File: src/rtl/core/multi_mask_edge_magnitude_stretch_macros.svh
// Assertion helpers used by the top-level file.
`ifndef MULTI_MASK_EDGE_MAGNITUDE_STRETCH_MACROS_SVH
`define MULTI_MASK_EDGE_MAGNITUDE_STRETCH_MACROS_SVH

// Same-cycle implication, checked outside reset.
`define MMES_ASSERT_NOW(label, ante, cons, msg) \
    label: assert property (@(posedge clk) disable iff (!rst_n) (ante) |-> (cons)) \
        else $error(msg);

// Next-cycle implication, checked outside reset.
`define MMES_ASSERT_NEXT(label, ante, cons, msg) \
    label: assert property (@(posedge clk) disable iff (!rst_n) (ante) |=> (cons)) \
        else $error(msg);

`endif

File: src/rtl/core/mmes_pkg.sv
package mmes_pkg;

    localparam int PIX_W      = 8;
    localparam int COEF_W     = 7;
    localparam int MASK_TAPS  = 9;
    localparam int MASK_W     = 63;
    localparam int DIM_W      = 10;
    localparam int CNT_W      = 2;
    localparam int ACC_W      = 19;
    localparam int TAP_W      = 4;
    localparam int DIV_W      = 3;
    localparam int IDX_W      = 3;

    localparam logic [DIM_W-1:0] DIM_RESET   = 10'd512;
    localparam logic [CNT_W-1:0] COUNT_RESET = 2'd2;
    localparam logic [PIX_W-1:0] PIX_MAX     = 8'd255;
    localparam logic [TAP_W-1:0] TAP_LAST    = 4'd8;
    localparam logic [DIV_W-1:0] DIV_LAST    = 3'd7;

    localparam logic OP_LOAD  = 1'b0;
    localparam logic OP_FETCH = 1'b1;

    localparam logic [IDX_W-1:0] REG_FRAME_WIDTH  = 3'd0;
    localparam logic [IDX_W-1:0] REG_FRAME_HEIGHT = 3'd1;
    localparam logic [IDX_W-1:0] REG_MASK_COUNT   = 3'd2;
    localparam logic [IDX_W-1:0] REG_MASK_A       = 3'd3;
    localparam logic [IDX_W-1:0] REG_MASK_B       = 3'd4;

    typedef enum logic [2:0] {
        ST_IDLE,
        ST_LD_SHIFT,
        ST_LD_MAC,
        ST_LD_WR,
        ST_LD_ADV,
        ST_FE_RD,
        ST_FE_DIV,
        ST_OUT
    } state_t;

    typedef struct packed {
        logic take;
        logic ld_shift;
        logic mac_step;
        logic ld_write;
        logic ld_adv;
        logic fe_prep;
        logic div_step;
        logic out_load;
    } cmd_t;

    typedef struct packed {
        logic fetch_empty;
        logic interior;
        logic mac_last;
        logic div_last;
        logic out_free;
    } status_t;

endpackage

File: src/rtl/core/mmes_ctrl.sv
module mmes_ctrl (
    input  logic              clk,
    input  logic              rst_n,
    input  logic              in_valid,
    input  logic              op,
    input  mmes_pkg::status_t status,
    output logic              in_stall,
    output mmes_pkg::cmd_t    cmd
);
    import mmes_pkg::*;

    state_t state_reg;
    state_t state_next;

    always_ff @(posedge clk or negedge rst_n)
    begin
        if (!rst_n)
        begin
            state_reg <= ST_IDLE;
        end
        else
        begin
            state_reg <= state_next;
        end
    end

    always_comb
    begin
        state_next = state_reg;
        unique case (state_reg)
            ST_IDLE:
            begin
                if (in_valid)
                begin
                    if (op == OP_FETCH)
                    begin
                        state_next = status.fetch_empty ? ST_OUT : ST_FE_RD;
                    end
                    else
                    begin
                        state_next = ST_LD_SHIFT;
                    end
                end
            end
            ST_LD_SHIFT: state_next = status.interior ? ST_LD_MAC : ST_LD_ADV;
            ST_LD_MAC:   if (status.mac_last) state_next = ST_LD_WR;
            ST_LD_WR:    state_next = ST_LD_ADV;
            ST_LD_ADV:   state_next = ST_IDLE;
            ST_FE_RD:    state_next = ST_FE_DIV;
            ST_FE_DIV:   if (status.div_last) state_next = ST_OUT;
            ST_OUT:      if (status.out_free) state_next = ST_IDLE;
            default:     state_next = ST_IDLE;
        endcase
    end

    always_comb
    begin
        cmd      = '0;
        in_stall = 1'b1;
        unique case (state_reg)
            ST_IDLE:
            begin
                in_stall = 1'b0;
                cmd.take = in_valid;
            end
            ST_LD_SHIFT: cmd.ld_shift = 1'b1;
            ST_LD_MAC:   cmd.mac_step = 1'b1;
            ST_LD_WR:    cmd.ld_write = 1'b1;
            ST_LD_ADV:   cmd.ld_adv   = 1'b1;
            ST_FE_RD:    cmd.fe_prep  = 1'b1;
            ST_FE_DIV:   cmd.div_step = 1'b1;
            ST_OUT:      cmd.out_load = status.out_free;
            default:     cmd = '0;
        endcase
    end

endmodule

File: config.mk
export PLATFORM = sky130hd
export DESIGN_NAME = mmes_ctrl
export DESIGN_NICKNAME = d
export VERILOG_FILES = /design/src/rtl/core/multi_mask_edge_magnitude_stretch_macros.svh /design/src/rtl/core/mmes_pkg.sv /design/src/rtl/core/mmes_ctrl.sv
export SDC_FILE = /design/constraint.sdc
export NUM_CORES = 1
export LEC_CHECK = 0
export ABC_AREA = 1
export BUFFER_PORTS_ARGS = -buffer_cell sky130_fd_sc_hd__buf_2
export CAP_MARGIN = 20
export CORE_AREA = 2 2 39 41
export DETAILED_ROUTE_END_ITERATION = 8
export DIE_AREA = 0 0 41 43
export HOLD_SLACK_MARGIN = 0.15
export PLACE_DENSITY = 0.5
export SLEW_MARGIN = 5
export SYNTH_ARGS = -nofsm -noshare
export SYNTH_HDL_FRONTEND = slang
export SYNTH_SLANG_ARGS = --single-unit
File: constraint.sdc
create_clock -name clk -period 2.53 [get_ports clk]
set_input_delay 0.253 -clock clk [delete_from_list [all_inputs] [get_ports clk]]
set_output_delay 0.253 -clock clk [all_outputs]
set_load 0.02 [all_outputs]
==> results.py, run 1 <==
metrics = {
    "outcome": {
        "outcome": "completed",
    },
    "critical_path": {
        "rrSetupSlack_ns": 1.33,
        "end_kind": "output port",
        "cpMaxStageDelayCell": "dfrtp_1",
        "startpoint_type": "register",
        "r2r_end": "state_reg[2]",
        "crit_family": "flip-flops",
        "required_ns": 2.28,
        "crit_type": "reg2out",
        "cp.arrival_ns": 1.33,
        "timing.rr.start": "state_reg[1]",
        "path_max_fanout": 10,
        "rr_worst_depth": 7,
        "path_cells": "nor3_1 > inv_1 > nor2_1 > buf_2",
        "crit_buf_inv": 2,
        "cpPeakStageDelay_ns": 0.47,
    },
    "global_route": {
        "grt_pass1_wl_mm": 1.15,
        "grt_overflow_total": 0,
        "grt_pass1_vias": 320,
        "antenna_found_initial": 0,
        "grt_start_max_net_pins": 11,
        "grt_use_total_pct": 9.48,
    },
    "clocking": {
        "cts_buffer_depth": 2,
        "cts.sinks": 3,
        "insertion_delay_ns": 0.23,
        "postCtsSetupBuffers": 0,
        "cts_buffers": 3,
        "cts-htree-levels": 1,
        "clk_pin_slew_worst_paths_ns": 0.04,
        "cts_root_buf": "clkbuf_4",
        "cts_tree": "yes",
    },
    "run": {
        "maxCapViolCount": 0,
    },
    "timing": {
        "finalCriticalPeriod_ns": 1.59,
        "hold_viol": 0,
        "relSlewSlack_pct": 80.5,
        "setup_tns_ns": 0,
        "slew_violations": 0,
        "setup_viol": 0,
        "timing.final.crit_share_pct": 62.8,
        "max_slew.worst_pin.slew_ns": 0.292,
        "rsz0062_at_grt": "false",
        "fmax_mhz": 630,
        "fin_skew_ns": 0.00118,
    },
    "die": {
        "die-area_mm2": 0.00176,
        "die_h_um": 43,
        "fp-row-count": 14,
        "start_util_pct": 23.1,
        "boundaryPins": 18,
        "die_w_um": 41,
        "core_area_mm2": 0.00138,
    },
    "logic_synthesis": {
        "netlist_instances": 56,
        "synth_warnings": 0,
        "muxShareOfSynthArea_pct": 0,
        "syn-mean-instance-area_um2": 5.70,
        "synthXorXnorAreaFrac_pct": 0,
        "synth_cell_types": 13,
        "yosysSeqAreaShare_pct": 23.5,
        "synth_top_family_by_area": "simple AND/OR/NAND/NOR gates",
        "syn_area_um2": 319,
        "synth_top_area_cell": "dfrtp_1",
        "syn_nets": 65,
        "synth_simple_gate_area_share_pct": 51.8,
        "synth_compound_area_share_pct": 2.35,
        "synth_area_leaders": "dfrtp_1, nand2_1, inv_1, nand3_1, nor2_1",
        "ys_ff_latch": 3,
        "synth.top_cell.area_share_pct": 23.5,
        "post_synth_fa_ha_maj_area_fraction_pct": 0,
    },
    "power": {
        "vdd.ir_drop.worst_mv": 0.481,
        "p_per_area_mw_per_mm2": 1290,
        "leakage_nw": 0.299,
    },
    "placed_design": {
        "placed_area_um2": 402,
        "dp.final_hpwl_um": 623,
        "port_buffers": 17,
        "gp_congestion": 0.758,
    },
    "final_layout": {
        "largest_register_ffs": 3,
        "antenna_cells": 0,
        "final_common_cell": "buf_2",
        "area_delta_synth_final_pct": 37.3,
        "final_area_um2": 438,
        "n_fill_cell": 165,
        "layout-drive-gt1-share_pct": 31.6,
        "layout_common_cells": "buf_2, nand2_1, inv_1",
        "fin_nets": 86,
    },
    "routing": {
        "drc_errors": 0,
        "vias": 410,
        "post_drt_wl_per_cell_um": 8.42,
        "drtAntennaViolNets": 0,
        "drt_pass1_iterations": 4,
        "vias_per_cell": 4.46,
        "routed_wl_um": 775,
        "drt_iter0_markers": 15,
    },
    "hold_path": {
        "hp-class": "in2async",
    },
}
==> cells by family after synthesis <==
logic type | after synthesis
DFF | 3
AOI/OAI and AO/OA | 1
buffers and inverters | 15
and+or+nand+nor | 37
==> metal layers <==
metal  vias to the layer above  part of all wire, %  global-route usage, %
met4                         0                  2.2                   6.00
met2                        18                   42                   14.1
met5                         -                    0                      0
met1                       173                   47                   13.0
met3                         2                  9.4                      0
li1                        217                    -                      -
==> cell type report <==
cell class | instances | area [µm²] | share of cell area [%]
inverters | 13 | 48.8 | 11.1
flip-flops and latches | 3 | 75.1 | 17.1
multi-input cells | 38 | 173 | 39.4
clock buffers | 4 | 26.3 | 6.00
repair buffers | 18 | 95.1 | 21.7
well taps | 16 | 20.0 | 4.57
==> Yosys cell counts <==
| library cell | instances |
|---|---|
| nor2_2 | 1 |
| buf_6 | 2 |
| inv_1 | 10 |
| nor3_1 | 2 |
| nor2_1 | 7 |
| nand3_1 | 7 |
| and3_1 | 1 |
| nand4_1 | 3 |
| nor4_1 | 1 |
| inv_2 | 3 |
| dfrtp_1 | 3 |
| nand2_1 | 15 |
| o21bai_1 | 1 |
==> where the power goes <==
group / switching (mW) / internal (mW) / total (mW)
registers: 0.0503 / 0.0740 / 0.124
logic: 0.235 / 0.120 / 0.355
clock network: 0.0244 / 0.0591 / 0.0835
total: 0.310 / 0.253 / 0.563
==> repair_timing <==
item	in CTS	in global routing
resized for setup	0	0
hold buffers	1	0
hold endpoints to repair	3	0
==> stage by stage <==
stage / instances / setup WS [ns] / power, mW / hold slack [ns] / util [%]
6_report: 92 / 0.942 / 0.563 / 0.345 / 31.6
5_1_grt: 92 / 0.860 / 0.618 / 0.353 / 31.6
4_1_cts: 92 / 0.932 / 0.566 / 0.341 / 31.6
3_5_place_dp: 87 / 1.19 / 0.479 / 0.0488 / 29.0
3_3_place_gp: 87 / 1.20 / 0.481 / 0.0499 / 29.0
2_1_floorplan: 56 / 1.08 / 0.413 / -0.0426 / -
==> how the worst max path moves through the flow <==
stage | startpoint | end | slack (ns) | cells after the start
4_1_cts | state_reg[0] | cmd[7] | 0.93 | 4
6_report | state_reg[0] | cmd[7] | 0.94 | 4
2_1_floorplan | state_reg[0] | cmd[0] | 1.08 | 3
3_3_place_gp | state_reg[0] | cmd[7] | 1.20 | 4
5_1_grt | state_reg[0] | cmd[7] | 0.86 | 4
3_5_place_dp | state_reg[0] | cmd[7] | 1.19 | 4
Power figures use the tool's default switching activity.
==> inputs of run 2 (changes only) <==
--- a/config.mk
+++ b/config.mk
@@ -12,7 +12,7 @@
 export DETAILED_ROUTE_END_ITERATION = 8
 export DIE_AREA = 0 0 41 43
 export HOLD_SLACK_MARGIN = 0.15
-export PLACE_DENSITY = 0.5
+export PLACE_DENSITY = 0.51
 export SLEW_MARGIN = 5
 export SYNTH_ARGS = -nofsm -noshare
 export SYNTH_HDL_FRONTEND = slang
==> constraint.sdc (replaced) <==
create_clock -name clk -period 1.42 [get_ports clk]
set_input_delay 0.142 -clock clk [delete_from_list [all_inputs] [get_ports clk]]
set_output_delay 0.142 -clock clk [all_outputs]
set_load 0.02 [all_outputs]
==> run 2 against run 1 <==
Effect of this change: design area rose by 7.1%; global-route usage rose by 0.19 points; critical path depth did not move; sequential share of layout area fell by 0.34 points; power rose by 92%; wire length rose by 5.9%; clock skew rose by 0.0018 ns; sequential power rose by 96%; non-clock buffer count rose by 1.
==> results.py, run 2 (same netlist as run 1, synthesis figures left out) <==
metrics = {
    "outcome": {
        "outcome": "completed",
    },
    "timing": {
        "fin_skew_ns": 0.00301,
        "hold_viol": 0,
        "setup_viol": 0,
        "max_slew.worst_pin.slew_ns": 0.184,
        "slew_violations": 0,
        "rsz0062_at_grt": "true",
        "worst_slack_ns": 0.0410,
        "setup_tns_ns": 0,
        "relSlewSlack_pct": 87.6,
        "timing.final.crit_share_pct": 97.1,
        "fmax_mhz": 725,
        "finalCriticalPeriod_ns": 1.38,
        "hold_ws_ns": 0.232,
    },
    "clocking": {
        "cts.sinks": 3,
        "clk_pin_slew_worst_paths_ns": 0.04,
        "cts_tree": "yes",
        "cts-htree-levels": 1,
        "cts_buffer_depth": 2,
        "cts_root_buf": "clkbuf_4",
        "insertion_delay_ns": 0.23,
        "cts_buffers": 3,
    },
    "global_route": {
        "grt_pass1_vias": 321,
        "grt_use_total_pct": 9.67,
        "grt_pass1_wl_mm": 1.18,
        "grt_overflow_total": 0,
        "grt_start_max_net_pins": 11,
        "antenna_found_initial": 0,
    },
    "routing": {
        "vias": 406,
        "drc_errors": 0,
        "routed_wl_um": 821,
        "post_drt_wl_per_cell_um": 8.83,
        "vias_per_cell": 4.37,
        "drtAntennaViolNets": 0,
        "drt_pass1_iterations": 2,
        "drt_iter0_markers": 4,
    },
    "hold_path": {
        "hp-class": "in2async",
    },
    "placed_design": {
        "dp.cells": 87,
        "dp_slack_ns": 0.177,
        "port_buffers": 17,
        "dp.final_hpwl_um": 632,
        "placed_area_um2": 402,
        "gp_congestion": 0.797,
    },
    "final_layout": {
        "fin_nets": 87,
        "layout_common_cells": "buf_2, nand2_1, inv_1",
        "area_delta_synth_final_pct": 47.1,
        "largest_register_ffs": 3,
        "final_area_um2": 469,
        "n_fill_cell": 153,
        "layout-drive-gt1-share_pct": 40.3,
        "final_cells": 93,
        "final_common_cell": "buf_2",
        "multi_input_area_um2": 195,
        "register_area_um2": 78.8,
        "final_util_pct": 33.9,
        "antenna_cells": 0,
    },
    "critical_path": {
        "crit_path_end": "cmd[7]",
        "startpoint_type": "register",
        "end_kind": "output port",
        "r2r_end": "state_reg[2]",
        "path_max_fanout": 8,
        "timing.rr.start": "state_reg[0]",
        "crit_type": "reg2out",
        "rr_worst_depth": 7,
        "cp.arrival_ns": 1.24,
        "required_ns": 1.28,
        "rrSetupSlack_ns": 0.16,
        "startpoint": "state_reg[1]",
    },
    "power": {
        "switching_share_pct": 54.9,
        "net-switching-power_mw": 0.593,
        "p_per_area_mw_per_mm2": 2300,
        "vdd.ir_drop.worst_mv": 0.888,
        "clockPowerShare_pct": 14.0,
        "power_mw": 1.08,
        "pwr-share-seq_pct": 22.5,
        "power_frac_comb_pct": 63.5,
        "p_int_mw": 0.487,
        "leakage_nw": 0.305,
    },
    "die": {
        "die_w_um": 41,
        "boundaryPins": 18,
        "core_area_mm2": 0.00138,
        "die_h_um": 43,
        "fp-row-count": 14,
        "die-area_mm2": 0.00176,
        "start_util_pct": 23.1,
    },
    "run": {
        "maxCapViolCount": 0,
    },
}
==> run 2: changes by cell type in the layout (fill, tap and decap cells not counted) <==
cell      change
dfrtp_1       -3
nor3_1        -2
nor4_2        +1
nor4_1        -1
nor3_2        +1
clkbuf_2      +1
nor3_4        +1
dfrtp_2       +3
==> run 2: worst min-delay path by stage <==
stage | endpoint | from
after floorplan | state_reg[0] | rst_n
after global placement | state_reg[2] | rst_n
after detailed placement | state_reg[2] | rst_n
after CTS | state_reg[1] | rst_n
after global routing | state_reg[2] | rst_n
final | state_reg[1] | rst_n
==> run 2: final cells by class <==
type                       instances  share of cell area [%]
multi-input combinational         38                    41.6
sequential                         3                    16.8
inverter                          13                    10.4
clock buffer                       4                    5.60
tap                               16                    4.27
timing repair buffer              19                    21.3
==> run 2: critical path: stages (launching register included) <==
cell,delay [ns]
dfrtp_2,0.47
nor3_4,0.20
inv_1,0.10
nor2_1,0.08
buf_2,0.16
==> run 2: power groups by stage <==
stage                     Sequential [mW]  Combinational (mW)  Clock (mW)
after detailed placement            0.220               0.628           0
after global routing                0.250               0.781       0.156
final                               0.243               0.686       0.152
after CTS                           0.234               0.638       0.154
after global placement              0.218               0.638           0
after floorplan                     0.161               0.574           0
==> run 2: layer usage <==
metal  vias up  track usage [%]  wire length [µm]
met4         0             6.00                17
met2        13             15.6               380
met3         2                0                53
met1       174             12.0               371
li1        217                -                 -
met5         -                0                 0
==> run 2: what timing repair did <==
item | 4_1_cts | 5_1_grt
gates resized for setup | 4 | 3
endpoints found under the hold margin | 3 | 0
endpoints found under the setup margin | 2 | 2
hold buffers | 1 | 0
gates cloned | 0 | 0
setup buffers | 0 | 1
